### config.mk
export PLATFORM = sky130hd
export DESIGN_NAME = ipt_ctrl
export DESIGN_NICKNAME = d
export VERILOG_FILES = /design/src/design/ipt_pkg.sv /design/src/design/ipt_ctrl.sv
export SDC_FILE = /design/constraint.sdc
export NUM_CORES = 1
export LEC_CHECK = 0
export BUFFER_PORTS_ARGS = -buffer_cell sky130_fd_sc_hd__buf_2
export CORE_MARGIN = 5
export CORE_UTILIZATION = 45
export CTS_CLUSTER_SIZE = 12
export DETAILED_ROUTE_END_ITERATION = 8
export GPL_TIMING_DRIVEN = 0
export PLACE_DENSITY = 0.77
export SYNTH_ARGS = -nofsm -noshare
export SYNTH_HDL_FRONTEND = slang
export SYNTH_SLANG_ARGS = --single-unit
export TNS_END_PERCENT = 50
### constraint.sdc
create_clock -name clk -period 2.1 [get_ports clk]
set_input_delay 0.21 -clock clk [delete_from_list [all_inputs] [get_ports clk]]
set_output_delay 0.21 -clock clk [all_outputs]
set_load 0.005 [all_outputs]
### src/design/ipt_pkg.sv
// ipt_pkg: shared types and constants of the IPv4 prefix trie engine.
// Used by ipt_ctrl, ipt_datapath and ipv4_prefix_trie_engine.
`default_nettype none

package ipt_pkg;

    // Key and field widths fixed by the request format
    localparam int KEY_BITS       = 32;
    localparam int KIDX_W         = 5;
    localparam int LEN_W          = 6;
    localparam int NODE_COUNT_DEF = 4096;

    typedef enum logic [1:0] {
        REQ_ADD    = 2'd0,
        REQ_DEL    = 2'd1,
        REQ_LOOKUP = 2'd2,
        REQ_NONE   = 2'd3
    } req_t;

    typedef enum logic [1:0] {
        ST_OK       = 2'd0,
        ST_NOTFOUND = 2'd1,
        ST_BADLEN   = 2'd2,
        ST_FULL     = 2'd3
    } status_t;

    // Node write operations on the current node
    typedef enum logic [2:0] {
        WOP_NONE,
        WOP_LINK,
        WOP_MARK,
        WOP_UNMARK,
        WOP_UNLINK
    } wop_t;

    typedef enum logic [4:0] {
        S_IDLE,
        S_CHECK,
        S_A_RD,
        S_A_EVAL,
        S_A_CHK,
        S_A_ALLOC,
        S_A_LINK,
        S_A_MARK,
        S_D_RD,
        S_D_EVAL,
        S_D_UNMARK,
        S_D_UP,
        S_D_PAR,
        S_D_PEVAL,
        S_L_RD,
        S_L_EVAL,
        S_RESP
    } state_t;

    // Controller to datapath
    typedef struct packed {
        logic    load;          // capture request, start at root
        logic    node_rd;       // read node memory
        logic    rd_path_addr;  // read address from path stack output
        logic    use_fresh;     // decide on memory output, not held node
        logic    node_ld;       // held node <= memory output
        logic    step;          // descend to child
        logic    path_wr;       // record child on path stack
        wop_t    wop;
        logic    alloc;         // take a free node
        logic    link_move;     // move to freshly linked node
        logic    push_up;       // free current node, go up one level
        logic    cur_from_path; // current node <= path stack output
        logic    hit_upd;       // note a marked node during lookup
        logic    set_code;
        status_t code;
        logic    resp;          // load the output word
    } cmd_t;

    // Datapath to controller
    typedef struct packed {
        req_t req;
        logic bad_len;
        logic d_eq_len;
        logic d_next_eq_len;
        logic d_eq_key;
        logic d_zero;
        logic child_zero;
        logic used;
        logic has_kid;
        logic full;
        logic out_free;
    } sts_t;

endpackage

`default_nettype wire

### src/design/ipt_ctrl.sv
// ipt_ctrl: request sequencer of the prefix trie engine.
// Depends on ipt_pkg; drives ipt_datapath through cmd_t, watches sts_t.
`default_nettype none

module ipt_ctrl
    import ipt_pkg::*;
(
    input  wire logic clk,
    input  wire logic rst_n,
    input  wire logic in_fire,
    output logic      in_ready,
    output cmd_t      cmd,
    input  wire sts_t sts
);

    state_t state_reg, state_next;

    // State register
    always_ff @(posedge clk or negedge rst_n)
    begin
        if (!rst_n)
        begin
            state_reg <= S_IDLE;
        end
        else
        begin
            state_reg <= state_next;
        end
    end

    // Next state and commands
    always_comb
    begin
        state_next = state_reg;
        cmd        = '0;
        cmd.wop    = WOP_NONE;
        cmd.code   = ST_OK;
        in_ready   = 1'b0;
        unique case (state_reg)
            S_IDLE:
            begin
                in_ready = 1'b1;
                if (in_fire)
                begin
                    cmd.load   = 1'b1;
                    state_next = S_CHECK;
                end
            end
            S_CHECK:
            begin
                priority if (sts.req == REQ_LOOKUP)
                begin
                    state_next = S_L_RD;
                end
                else if (sts.req == REQ_NONE)
                begin
                    cmd.set_code = 1'b1;
                    cmd.code     = ST_NOTFOUND;
                    state_next   = S_RESP;
                end
                else if (sts.bad_len)
                begin
                    cmd.set_code = 1'b1;
                    cmd.code     = ST_BADLEN;
                    state_next   = S_RESP;
                end
                else if (sts.req == REQ_ADD)
                begin
                    state_next = S_A_RD;
                end
                else
                begin
                    state_next = S_D_RD;
                end
            end
            // Add: walk existing nodes
            S_A_RD:
            begin
                cmd.node_rd = 1'b1;
                state_next  = S_A_EVAL;
            end
            S_A_EVAL:
            begin
                cmd.use_fresh = 1'b1;
                cmd.node_ld   = 1'b1;
                priority if (sts.d_eq_len)
                begin
                    state_next = S_A_MARK;
                end
                else if (sts.child_zero)
                begin
                    state_next = S_A_CHK;
                end
                else
                begin
                    cmd.step   = 1'b1;
                    state_next = S_A_RD;
                end
            end
            S_A_CHK:
            begin
                if (sts.full)
                begin
                    cmd.set_code = 1'b1;
                    cmd.code     = ST_FULL;
                    state_next   = S_RESP;
                end
                else
                begin
                    state_next = S_A_ALLOC;
                end
            end
            // Add: grow the missing tail
            S_A_ALLOC:
            begin
                cmd.alloc  = 1'b1;
                state_next = S_A_LINK;
            end
            S_A_LINK:
            begin
                cmd.wop       = WOP_LINK;
                cmd.link_move = 1'b1;
                state_next    = sts.d_next_eq_len ? S_A_MARK : S_A_ALLOC;
            end
            S_A_MARK:
            begin
                cmd.wop      = WOP_MARK;
                cmd.set_code = 1'b1;
                cmd.code     = ST_OK;
                state_next   = S_RESP;
            end
            // Delete: walk down, recording the path
            S_D_RD:
            begin
                cmd.node_rd = 1'b1;
                state_next  = S_D_EVAL;
            end
            S_D_EVAL:
            begin
                cmd.use_fresh = 1'b1;
                cmd.node_ld   = 1'b1;
                priority if (sts.d_eq_len)
                begin
                    if (sts.used)
                    begin
                        state_next = S_D_UNMARK;
                    end
                    else
                    begin
                        cmd.set_code = 1'b1;
                        cmd.code     = ST_NOTFOUND;
                        state_next   = S_RESP;
                    end
                end
                else if (sts.child_zero)
                begin
                    cmd.set_code = 1'b1;
                    cmd.code     = ST_NOTFOUND;
                    state_next   = S_RESP;
                end
                else
                begin
                    cmd.step    = 1'b1;
                    cmd.path_wr = 1'b1;
                    state_next  = S_D_RD;
                end
            end
            S_D_UNMARK:
            begin
                cmd.wop      = WOP_UNMARK;
                cmd.set_code = 1'b1;
                cmd.code     = ST_OK;
                state_next   = S_D_UP;
            end
            // Delete: prune childless unmarked nodes upward
            S_D_UP:
            begin
                if (sts.d_zero || sts.has_kid || sts.used)
                begin
                    state_next = S_RESP;
                end
                else
                begin
                    cmd.push_up = 1'b1;
                    state_next  = S_D_PAR;
                end
            end
            S_D_PAR:
            begin
                cmd.node_rd       = 1'b1;
                cmd.rd_path_addr  = 1'b1;
                cmd.cur_from_path = 1'b1;
                state_next        = S_D_PEVAL;
            end
            S_D_PEVAL:
            begin
                cmd.use_fresh = 1'b1;
                cmd.wop       = WOP_UNLINK;
                state_next    = S_D_UP;
            end
            // Lookup
            S_L_RD:
            begin
                cmd.node_rd = 1'b1;
                state_next  = S_L_EVAL;
            end
            S_L_EVAL:
            begin
                cmd.use_fresh = 1'b1;
                cmd.hit_upd   = 1'b1;
                if (sts.d_eq_key || sts.child_zero)
                begin
                    state_next = S_RESP;
                end
                else
                begin
                    cmd.step   = 1'b1;
                    state_next = S_L_RD;
                end
            end
            S_RESP:
            begin
                if (sts.out_free)
                begin
                    cmd.resp   = 1'b1;
                    state_next = S_IDLE;
                end
            end
            default:
            begin
                state_next = S_IDLE;
            end
        endcase
    end

endmodule

`default_nettype wire

* Yosys cells after proc, flatten, opt, wreduce, memory -nomap -nowiden
Cells that the tools add are included.
** Word-level totals
- Word-level logic and storage cells :: 78
- Input port bits :: 15
- Register bits :: 5
- Output and inout port bits :: 20
** Operators by class
- Reduce and logical (&&, ||, !) cells :: 11
- Eq/ne operators :: 20
- Multiplexer cells :: 46
** Operators with widths (count)
- $pmux W5 S16 :: 1
- $mux W5 :: 12
- $eq A5 B4 Y1 const B :: 8
- $mux W3 :: 8
- $pmux W3 S4 :: 2
- $eq A5 B3 Y1 const B :: 4
- $mux W1 :: 18
- $eq A5 B2 Y1 const B :: 2
- $reduce_or A4 Y1 :: 2
- $mux W2 :: 3
- $reduce_or A2 Y1 :: 3
- $eq A5 B1 Y1 const B :: 1
- $eq A5 B5 Y1 const B :: 1
- $logic_not A5 Y1 :: 1
- $eq A2 B2 Y1 const B :: 2
- $mux W4 :: 1
- $ne A2 B2 Y1 const B :: 2
- $logic_or A1 B1 Y1 :: 3
- $pmux W1 S3 :: 1
- $logic_not A2 Y1 :: 1
- $reduce_and A2 Y1 :: 1

* Depth between registers and ports, before layout
Gate-level depths: netlist (run 1).
- Depth after elaboration :: 6
- Depth in mapped cells :: 6
- Depth with buffers taken out :: 4

* Worst setup path before layout (run 1)
Ideal clock, no wire load.
- Kind :: register -> output
- Start point :: reg state_reg[1]
- End point :: out cmd[3] (netlist name)
- Arrival time :: 1.365 ns
- Required time :: 1.890 ns
- Cell stages (with the launch flop) :: 6
- Path slack :: 0.525 ns
- Buffers on the path :: 1
- Cells stage by stage :: dfrtp_1 > buf_6 > nand4bb_1 > a2111oi_1 > and4bb_1 > nand2_1
** RTL lines
- from (decl) :: RTL line ipt_ctrl.sv:16 : state_t state_reg, state_next;
- from (signal assigned) :: RTL line ipt_ctrl.sv:27 : state_reg <= state_next;
- to (decl) :: RTL line ipt_ctrl.sv:12 : output cmd_t cmd,

==> results.txt, run 1 <==
----------------------------------------------------
[Finish]
  Count of antenna diodes in the layout ... 0
  Layout filler cell count ... 156
  Net count, final ... 163
  Post-route cell area ... 1050 µm²
  Fin cells ... 164
  Max reg flops ... 5
  Post-synthesis to final-layout area growth ... 33.7%
  Reg area ... 126 µm²
  Area taken by multi-input logic gates ... 607 µm²
  Fraction of layout instances using a drive strength above 1 ... 0.367

[Synth]
  Post-synth top area cell ... sky130_fd_sc_hd__dfrtp_1
  Synthesized flop and latch total ... 5
  Post-synthesis cell count ... 108
  Netlist Area Pre-Place ... 783 µm²
  Net Count, Synth ... 123
  Top-area cell type share of the netlist area ... 0.160
  Commonest cells in the synthesized netlist ... sky130_fd_sc_hd__nor2_1, sky130_fd_sc_hd__nor2b_1, sky130_fd_sc_hd__a21oi_1, sky130_fd_sc_hd__inv_1
  Most instantiated library cell after synthesis ... sky130_fd_sc_hd__nor2_1
  Synth unique cells ... 44
  Proportion of synthesized chip area in sequential cells ... 0.160
  Top flip-flop cell by instance count after synthesis ... sky130_fd_sc_hd__dfrtp_1
  Per-instance average area after synthesis ... 7.25 µm²
  Async SR Flop Fraction ... 1.00
  Ranking of synthesized cells by area ... sky130_fd_sc_hd__dfrtp_1, sky130_fd_sc_hd__nor2_1, sky130_fd_sc_hd__nor2b_1, sky130_fd_sc_hd__a21oi_1, sky130_fd_sc_hd__and3_1
  Number of synthesized flops with an enable pin ... 0
  Yosys synthesis warning count ... 0

[Clock tree]
  CTS sink cnt ... 5
  Number of H-tree levels ... 1
  TritonCTS clock tree ... built
  Num CTS Buffers ... 3
  Root Buffer Master ... sky130_fd_sc_hd__clkbuf_4
  Clock latency at the later pin of the worst-skew pair ... 0.24 ns
  Clock slew at the register clock pins of the worst setup and hold paths ... 0.04 ns
  Largest buffer count on any clock path ... 2

[STA]
  RSZ-0062 raised after global routing ... false
  Final Slew Violations ... 0
  Maximum clock rate ... 504 MHz
  Total negative setup slack ... 0 ns
  Finish-stage setup viols ... 0
  Min cycle time layout ... 1.98 ns
  Hold violation count in the final report ... 0
  Part of the cycle the worst path needs ... 0.945
  Tightest slew margin relative to the limit ... 0.735
  Setup Skew ... 0.00403 ns
  Transition time of the tightest slew-check pin ... 0.397 ns

[Worst setup path]
  Worst-path cell with the longest stage delay ... sky130_fd_sc_hd__dfrtp_1
  Critical path capture point type ... output port
  Top Family by Delay on Critical Path ... flip-flops
  Setup crit start kind ... flip-flop
  Type of the worst setup path ... flip-flop to output port
  Sum of buffers and inverters on the critical path ... 2
  CP max FO ... 10
  Worst EP arrival ... 1.77 ns
  CP peak stage delay ... 0.42 ns
  Cell-by-cell listing of the critical path ... buf_6 -> nand3b_4 -> a2111oi_2 -> and4bb_1 -> nand2_1 -> buf_2
  Required time of the critical path ... 1.89 ns

[Status]
  Run status ... finished clean

[Die]
  Number of top-level pins ... 35
  Total die area ... 2670 µm²
  Die Y ... 51.7 µm
  Core Region ... 1690 µm²
  Row count ... 15
  Horizontal die dimension ... 51.7 µm
  Initial core utilization ... 0.464

[Placement]
  Count of input and output buffers ... 34
  Placed cell count ... 159
  Global placement routability congestion ... 0.904
  Post-DP Area ... 975 µm²
  Detailed Place HPWL ... 2.07 mm

[Drt]
  Number of search-and-repair iterations in the first detailed-routing pass ... 4
  Number of design-rule violations left by the first detailed-router iteration ... 55
  Detailed-route via count ... 1,053
  Vias per inst ... 6.42
  Count of antenna-violating nets left after detailed routing ... 0
  Post-Route WL ... 2.64 mm
  Average wire length per cell after detail routing ... 16.1 µm
  Number of design rule violations left after detail routing ... 0

[Pwr]
  Peak supply drop ... 633 µV
  Pwr/cell area ... 1080 nW/µm²
  Leakage power summed over all cells ... 0.510 nW

[Run]
  Max-cap violations ... 0

[Global routing]
  Largest net degree at the start of global routing ... 11
  Overflow after GRT ... 0
  Overall routing resource usage ... 0.208
  Wire length of the first global-routing pass ... 4.30 mm
  Number of antenna violations at the first check in global routing ... 0
  Vias in the first global route ... 978

[Min path]
  Worst min-delay path class ... primary input to flip-flop

----------------------------------------------------
routing by layer:
| metal | vias up | wire length [µm] | share of wire | track usage |
|---|---|---|---|---|
| li1 | 483 | - | - | - |
| met1 | 493 | 1010 | 0.38 | 0.266 |
| met2 | 75 | 1310 | 0.50 | 0.354 |
| met3 | 2 | 322 | 0.12 | 0.0372 |
| met4 | 0 | 3 | 0.0011 | 0.0611 |
| met5 | - | 0 | 0 | 0 |
final cells by class:
| class | count | share of cell area |
|---|---|---|
| multi-input cells | 88 | 0.579 |
| repair buffers | 35 | 0.172 |
| flip-flops and latches | 5 | 0.121 |
| plain buffers | 9 | 0.0609 |
| clock buffers | 4 | 0.0251 |
| inverters | 6 | 0.0215 |
| well taps | 17 | 0.0203 |
where the power goes:
| part | total, mW | switching (mW) | internal, mW |
|---|---|---|---|
| logic | 0.833 | 0.476 | 0.357 |
| registers | 0.193 | 0.0561 | 0.137 |
| clock network | 0.108 | 0.0363 | 0.0716 |
placed cells by master (no fill, tap or decap), drive strengths merged, types with 2 or more instances in the layout:
master,synthesis,routed
clkbuf,1,5
nand3b,2,2
o21bai,2,2
nand2b,2,2
or3b,2,2
nor3,5,5
a2111oi,2,2
dfrtp,5,5
and3,4,4
buf,8,42
inv,6,6
nor2,14,14
nand4bb,2,2
nor2b,8,8
a21oi,6,6
nand2,4,4
o21ai,5,5
xnor2,2,2
nand4,4,4
nor4,2,2
nand3,3,3
o32ai,2,2
final timing paths:
kind,startpoint,slack (ns),depth (start not counted),to
max,state_reg[2],0.12,6,cmd[3]
min,sts[0],0.24,2,state_reg[4]
max reg2reg,state_reg[2],0.42,5,state_reg[0]
min reg2reg,state_reg[1],0.79,3,state_reg[4]
max in group asynchronous,rst_n,1.64,2,state_reg[0]
min in group asynchronous,rst_n,0.31,2,state_reg[2]
worst reg2reg max path, delay by kind of cell, from the launching register on:
kind	cells	cell delay [ns]
flops	1	0.42
buf+inv	2	0.54
compound gates	3	0.59
what timing repair did:
action	CTS	global route
setup endpoints to repair	1	2
gates resized for setup	2	5
gates cloned	0	0
setup buffers	0	0
hold buffers	1	0
pin swaps	0	1
endpoints found under the hold margin	5	0
logic make-up after synthesis:
group | synth area share
AO/OA/AOI/OAI | 0.260
XOR/XNOR | 0.0224
buffers and inverters | 0.110
flip-flops | 0.160
AND/OR/NAND/NOR | 0.447
stage by stage:
step	util	hold slack [ns]	worst slack, ns	power [mW]
2_1_floorplan	-	-0.0856	0.525	0.740
3_3_place_gp	0.577	0.0235	0.229	0.964
3_5_place_dp	0.577	0.0305	0.161	0.983
4_1_cts	0.609	0.238	0.0190	1.11
5_1_grt	0.620	0.238	0.00383	1.23
6_report	0.620	0.242	0.116	1.13
No activity file was read; power rests on OpenSTA's default activity.
==> run 2: changes to the inputs <==
CAP_MARGIN = 20   (was default)
CORE_MARGIN = 2   (was 5)
REMOVE_ABC_BUFFERS = 1   (was default)
==> results.txt, run 2 (same netlist as run 1, synthesis figures left out) <==
----------------------------------------------------
[Min path]
  Hold Path Cell Cnt ... 3
  Hold path startpoint ... in_fire
  Worst min-delay path endpoint ... state_reg[0]
  Worst min-delay path class ... primary input to flip-flop

[Pwr]
  Comb pwr share ... 0.626
  Net switching power figure ... 0.586 mW
  Share of power burned in registers ... 0.271
  Peak supply drop ... 537 µV
  Clock power share ... 0.102
  Internal power summed over all cells ... 0.555 mW
  Switching Fraction ... 0.514
  Overall power consumption ... 1.14 mW
  Pwr/cell area ... 1090 nW/µm²
  Leakage power summed over all cells ... 0.478 nW

[STA]
  Tightest slew margin relative to the limit ... 0.749
  Min cycle time layout ... 2.04 ns
  Final Slew Violations ... 0
  RSZ-0062 raised after global routing ... true
  Maximum clock rate ... 490 MHz
  Finish-stage setup viols ... 0
  Setup Skew ... 0.00650 ns
  Hold violation count in the final report ... 0
  Total negative setup slack ... 0 ns
  Part of the cycle the worst path needs ... 0.971
  Transition time of the tightest slew-check pin ... 0.373 ns

[Clock tree]
  TritonCTS clock tree ... built
  Largest buffer count on any clock path ... 2
  Clock latency at the later pin of the worst-skew pair ... 0.25 ns
  Root Buffer Master ... sky130_fd_sc_hd__clkbuf_4
  CTS sink cnt ... 5
  Num CTS Buffers ... 3
  Number of H-tree levels ... 1
  Clock slew at the register clock pins of the worst setup and hold paths ... 0.05 ns

[Global routing]
  Overall routing resource usage ... 0.240
  Wire length of the first global-routing pass ... 3.73 mm
  Overflow after GRT ... 0
  Vias in the first global route ... 841
  Number of antenna violations at the first check in global routing ... 0
  Largest net degree at the start of global routing ... 23

[Drt]
  Number of search-and-repair iterations in the first detailed-routing pass ... 4
  Detailed-route via count ... 1,031
  Vias per inst ... 6.53
  Average wire length per cell after detail routing ... 16.9 µm
  Count of antenna-violating nets left after detailed routing ... 0
  Number of design-rule violations left by the first detailed-router iteration ... 59
  Number of design rule violations left after detail routing ... 0
  Post-Route WL ... 2.67 mm

[Finish]
  Max reg flops ... 5
  Fraction of layout instances using a drive strength above 1 ... 0.369
  Share of the core filled with cells in the final layout ... 0.618
  Commonest non-fill, non-tap cells in the layout ... sky130_fd_sc_hd__buf_2, sky130_fd_sc_hd__nor2_1, sky130_fd_sc_hd__nor2b_1
  Post-synthesis to final-layout area growth ... 33.2%
  Fin cells ... 158
  Count of antenna diodes in the layout ... 0
  Most frequent standard cell in the layout excluding fill and tap cells ... sky130_fd_sc_hd__buf_2
  Net count, final ... 157

[Worst setup path]
  Startpoint of the worst register-to-register path ... state_reg[2]
  Type of the worst setup path ... flip-flop to output port
  Critical path capture point type ... output port
  Worst reg-to-reg setup slack ... 0.38 ns
  CP max FO ... 12
  Endpoint of the most critical register-to-register path ... state_reg[3]
  Setup crit start kind ... flip-flop
  Worst EP arrival ... 1.83 ns
  Register-to-Register Path Depth ... 4
  Required time of the critical path ... 1.89 ns

[Status]
  Run status ... finished clean

[Placement]
  Placed cell count ... 150
  Detailed Place HPWL ... 1.64 mm
  Count of input and output buffers ... 34
  Global placement routability congestion ... 0.862

[Die]
  Row count ... 15
  Number of top-level pins ... 35
  Initial core utilization ... 0.464
  Total die area ... 2090 µm²
  Core Region ... 1690 µm²
  Horizontal die dimension ... 45.7 µm
  Die Y ... 45.7 µm

[Run]
  Max-cap violations ... 0

----------------------------------------------------
==> run 2: per-layer routing <==
layer | vias up | GRT usage | part of all wire
li1 | 469 | - | -
met1 | 488 | 0.304 | 0.41
met2 | 70 | 0.411 | 0.50
met3 | 4 | 0.0635 | 0.073
met4 | 0 | 0.0400 | 0.015
met5 | - | 0 | 0
==> run 2: how the worst max path moves through the flow <==
stage / endpoint / from / slack (ns) / cells after the start
floorplan: cmd[3] / state_reg[2] / 0.39 / 4
global placement: cmd[3] / state_reg[3] / 0.02 / 5
detailed placement: cmd[3] / state_reg[3] / -0.04 / 5
CTS: cmd[3] / state_reg[2] / 0.02 / 5
global route: cmd[3] / state_reg[4] / -0.04 / 5
finish: cmd[3] / state_reg[2] / 0.06 / 5
==> run 2: power by group through the flow <==
stage	sequential (mW)	combinational [mW]	clock [mW]
global placement	0.305	0.569	0
floorplan	0.255	0.411	0
finish	0.310	0.715	0.117
CTS	0.302	0.636	0.116
detailed placement	0.307	0.583	0
global route	0.321	0.778	0.128
==> run 2: stage by stage <==
| step | setup WS (ns) | hold WS, ns | area (µm²) |
|---|---|---|---|
| finish | 0.0610 | 0.236 | 1040 |
| global route | -0.0356 | 0.243 | 1040 |
| CTS | 0.0208 | 0.222 | 990 |
| detailed placement | -0.0413 | 0.0245 | 911 |
| global placement | 0.0178 | 0.0209 | 911 |
| floorplan | 0.385 | -0.0856 | 719 |
==> run 2: repair_timing <==
action                                 4_1_cts  5_1_grt
gates resized for setup                      8        5
hold buffers                                 1        0
gates cloned                                 0        0
setup endpoints to repair                    3        2
setup buffers                                2        1
endpoints found under the hold margin        5        0
==> run 2: area by class of cell <==
type | count | area (µm²)
tap | 17 | 21.3
fill | 158 | 646
clock buffer | 4 | 26.3
sequential | 5 | 134
multi-input combinational | 88 | 637
inverter | 6 | 22.5
timing repair buffer | 38 | 203
==> run 2: worst max-delay path, stage by stage (launching register included) <==
cell,delay (ns)
sky130_fd_sc_hd__dfrtp_4,0.56
sky130_fd_sc_hd__nand4bb_4,0.24
sky130_fd_sc_hd__a2111oi_4,0.33
sky130_fd_sc_hd__and4bb_1,0.28
sky130_fd_sc_hd__nand2_1,0.06
sky130_fd_sc_hd__buf_2,0.11
==> run 3: changes to the inputs <==
ABC_AREA = 1   (was default)
CTS_CLUSTER_SIZE = default   (was 12)
PLACE_DENSITY = 0.79   (was 0.77)
==> results.txt, run 3 <==
----------------------------------------------------
[Global routing]
  Number of antenna violations at the first check in global routing ... 0
  Vias in the first global route ... 772
  Overflow after GRT ... 0
  Overall routing resource usage ... 0.208
  Wire length of the first global-routing pass ... 3.06 mm
  Largest net degree at the start of global routing ... 11

[Finish]
  Most frequent standard cell in the layout excluding fill and tap cells ... sky130_fd_sc_hd__nand2_1
  Fin cells ... 192
  Post-synthesis to final-layout area growth ... 31.1%
  Count of antenna diodes in the layout ... 0
  Max reg flops ... 5
  Layout filler cell count ... 164
  Fraction of layout instances using a drive strength above 1 ... 0.278
  Commonest non-fill, non-tap cells in the layout ... sky130_fd_sc_hd__nand2_1, sky130_fd_sc_hd__buf_2, sky130_fd_sc_hd__inv_1
  Net count, final ... 192

[Placement]
  Worst slack, placed ... 0.530 ns
  Detailed Place HPWL ... 1.64 mm
  Global placement routability congestion ... 0.927
  Placed cell count ... 187
  Count of input and output buffers ... 34

[Drt]
  Average wire length per cell after detail routing ... 9.97 µm
  Detailed-route via count ... 937
  Number of design-rule violations left by the first detailed-router iteration ... 22
  Count of antenna-violating nets left after detailed routing ... 0
  Post-Route WL ... 1.92 mm
  Number of design rule violations left after detail routing ... 0
  Vias per inst ... 4.88
  Number of search-and-repair iterations in the first detailed-routing pass ... 5

[Synth]
  Synth unique cells ... 16
  Synthesized flop and latch total ... 5
  Top-area cell type share of the netlist area ... 0.192
  Post-synth top area cell ... sky130_fd_sc_hd__nand2_1
  Yosys synthesis warning count ... 0
  Per-instance average area after synthesis ... 5.10 µm²
  Top flip-flop cell by instance count after synthesis ... sky130_fd_sc_hd__dfrtp_1
  Netlist Area Pre-Place ... 704 µm²
  Post-synthesis cell count ... 138
  Ranking of synthesized cells by area ... sky130_fd_sc_hd__nand2_1, sky130_fd_sc_hd__dfrtp_1, sky130_fd_sc_hd__inv_1, sky130_fd_sc_hd__nand3_1, sky130_fd_sc_hd__nor2_1
  Async SR Flop Fraction ... 1.00
  Commonest cells in the synthesized netlist ... sky130_fd_sc_hd__nand2_1, sky130_fd_sc_hd__inv_1, sky130_fd_sc_hd__nor2_1
  Number of synthesized flops with an enable pin ... 0
  Most instantiated library cell after synthesis ... sky130_fd_sc_hd__nand2_1
  Proportion of synthesized chip area in sequential cells ... 0.178

[Pwr]
  Share of power burned in registers ... 0.220
  Net switching power figure ... 0.446 mW
  Clock power share ... 0.129
  Internal power summed over all cells ... 0.411 mW
  Switching Fraction ... 0.521
  Pwr/cell area ... 928 nW/µm²
  Comb pwr share ... 0.650
  Leakage power summed over all cells ... 0.696 nW
  Peak supply drop ... 509 µV

[Clock tree]
  Largest buffer count on any clock path ... 2
  Post-CTS setup buffer count ... 0
  Clock slew at the register clock pins of the worst setup and hold paths ... 0.04 ns
  CTS sink cnt ... 5
  Num CTS Buffers ... 3
  Root Buffer Master ... sky130_fd_sc_hd__clkbuf_4
  TritonCTS clock tree ... built
  Number of H-tree levels ... 1
  Clock latency at the later pin of the worst-skew pair ... 0.24 ns

[Worst setup path]
  Worst reg-to-reg setup slack ... 0.74 ns
  CP peak stage delay ... 0.46 ns
  Endpoint of the most critical register-to-register path ... state_reg[2]
  Register-to-Register Path Depth ... 7
  Setup crit start kind ... flip-flop
  Worst-path cell with the longest stage delay ... sky130_fd_sc_hd__dfrtp_1
  Startpoint of the worst register-to-register path ... state_reg[4]
  Required time of the critical path ... 1.89 ns
  Cell-by-cell listing of the critical path ... inv_2 -> nand2_2 -> nor2_2 -> nand2_1 -> nand3_1 -> inv_1 -> nand3b_1 -> buf_2
  Worst EP arrival ... 1.63 ns
  Critical path capture point type ... output port
  Type of the worst setup path ... flip-flop to output port
  CP max FO ... 10

[Die]
  Number of top-level pins ... 35
  Total die area ... 1900 µm²
  Initial core utilization ... 0.473
  Row count ... 14
  Horizontal die dimension ... 43.6 µm
  Die Y ... 43.6 µm
  Core Region ... 1490 µm²

[STA]
  Final worst slack ... 0.263 ns
  Finish-stage setup viols ... 0
  Total negative setup slack ... 0 ns
  Hold violation count in the final report ... 0
  Transition time of the tightest slew-check pin ... 0.286 ns
  Maximum clock rate ... 544 MHz
  Final Slew Violations ... 0
  RSZ-0062 raised after global routing ... false
  Min cycle time layout ... 1.84 ns
  Setup Skew ... 0.000680 ns
  Tightest slew margin relative to the limit ... 0.809
  Part of the cycle the worst path needs ... 0.875

[Min path]
  Hold Path Cell Cnt ... 5
  Worst min-delay path endpoint ... state_reg[1]
  Worst min-delay path class ... primary input to flip-flop
  Hold path startpoint ... sts[7]

[Run]
  Max-cap violations ... 0

[Status]
  Run status ... finished clean

----------------------------------------------------
[run 3: cell types whose count changed in the layout (fill, tap and decap cells not counted), moves of 7 or more]
cell                      delta
sky130_fd_sc_hd__nor2b_1     -7
sky130_fd_sc_hd__nand2_1    +32
sky130_fd_sc_hd__nor2_1      +8
sky130_fd_sc_hd__nand3_1    +14
sky130_fd_sc_hd__inv_1      +23
sky130_fd_sc_hd__nor2_2      +7
[run 3: area by class of cell]
| type | instances | area [µm²] | share of cell area |
|---|---|---|---|
| Inverter | 32 | 120 | 0.130 |
| Timing Repair Buffer | 35 | 180 | 0.195 |
| Clock buffer | 4 | 26.3 | 0.0285 |
| Sequential cell | 5 | 125 | 0.136 |
| Multi-Input combinational cell | 100 | 452 | 0.489 |
| Tap cell | 16 | 20.0 | 0.0217 |
[run 3: critical path, delay by kind of cell (launching register included)]
kind / cells / cell delay, ns
buf+inv: 3 / 0.34
simple gates: 5 / 0.56
flops: 1 / 0.46
[run 3: stage by stage]
stage	hold WS (ns)	utilization	cell area, µm²	power [mW]
2_1_floorplan	-0.0856	-	697	0.559
3_3_place_gp	0.0222	0.596	887	0.731
3_5_place_dp	0.0265	0.596	887	0.741
4_1_cts	0.279	0.620	923	0.859
5_1_grt	0.311	0.620	923	0.949
6_report	0.276	0.620	923	0.856
[run 3: power by group through the flow]
stage	logic [mW]	registers (mW)	clock network (mW)
floorplan	0.379	0.181	0
detailed placement	0.551	0.190	0
global placement	0.544	0.188	0
finish	0.557	0.189	0.111
global route	0.629	0.197	0.122
CTS	0.555	0.189	0.116
[run 3: what timing repair did]
item	in CTS	in global routing
setup endpoints to repair	0	0
hold buffers	1	0
resized for setup	0	0
hold endpoints to repair	5	0
[run 3: worst max-delay path by stage]
stage	startpoint	to
after floorplan	state_reg[3]	cmd[3]
after global placement	state_reg[3]	cmd[3]
after detailed placement	state_reg[3]	cmd[3]
after CTS	state_reg[3]	cmd[3]
after global routing	state_reg[3]	cmd[3]
final	state_reg[4]	cmd[3]
[run 3: kinds of logic (layout without fill, tap and decap cells)]
| kind of cell | count (synthesis) | after routing | synth area share |
|---|---|---|---|
| flops | 5 | 5 | 0.178 |
| simple gates | 92 | 92 | 0.584 |
| buf+inv | 33 | 71 | 0.181 |
| compound gates | 8 | 8 | 0.0568 |
[run 3: per-layer routing]
layer  wire length, µm  vias to the layer above  track usage
li1                  -                      500            -
met1               845                      403        0.282
met2               909                       32        0.335
met3               151                        2       0.0625
met4                 9                        0       0.0242
met5                 0                        -            0
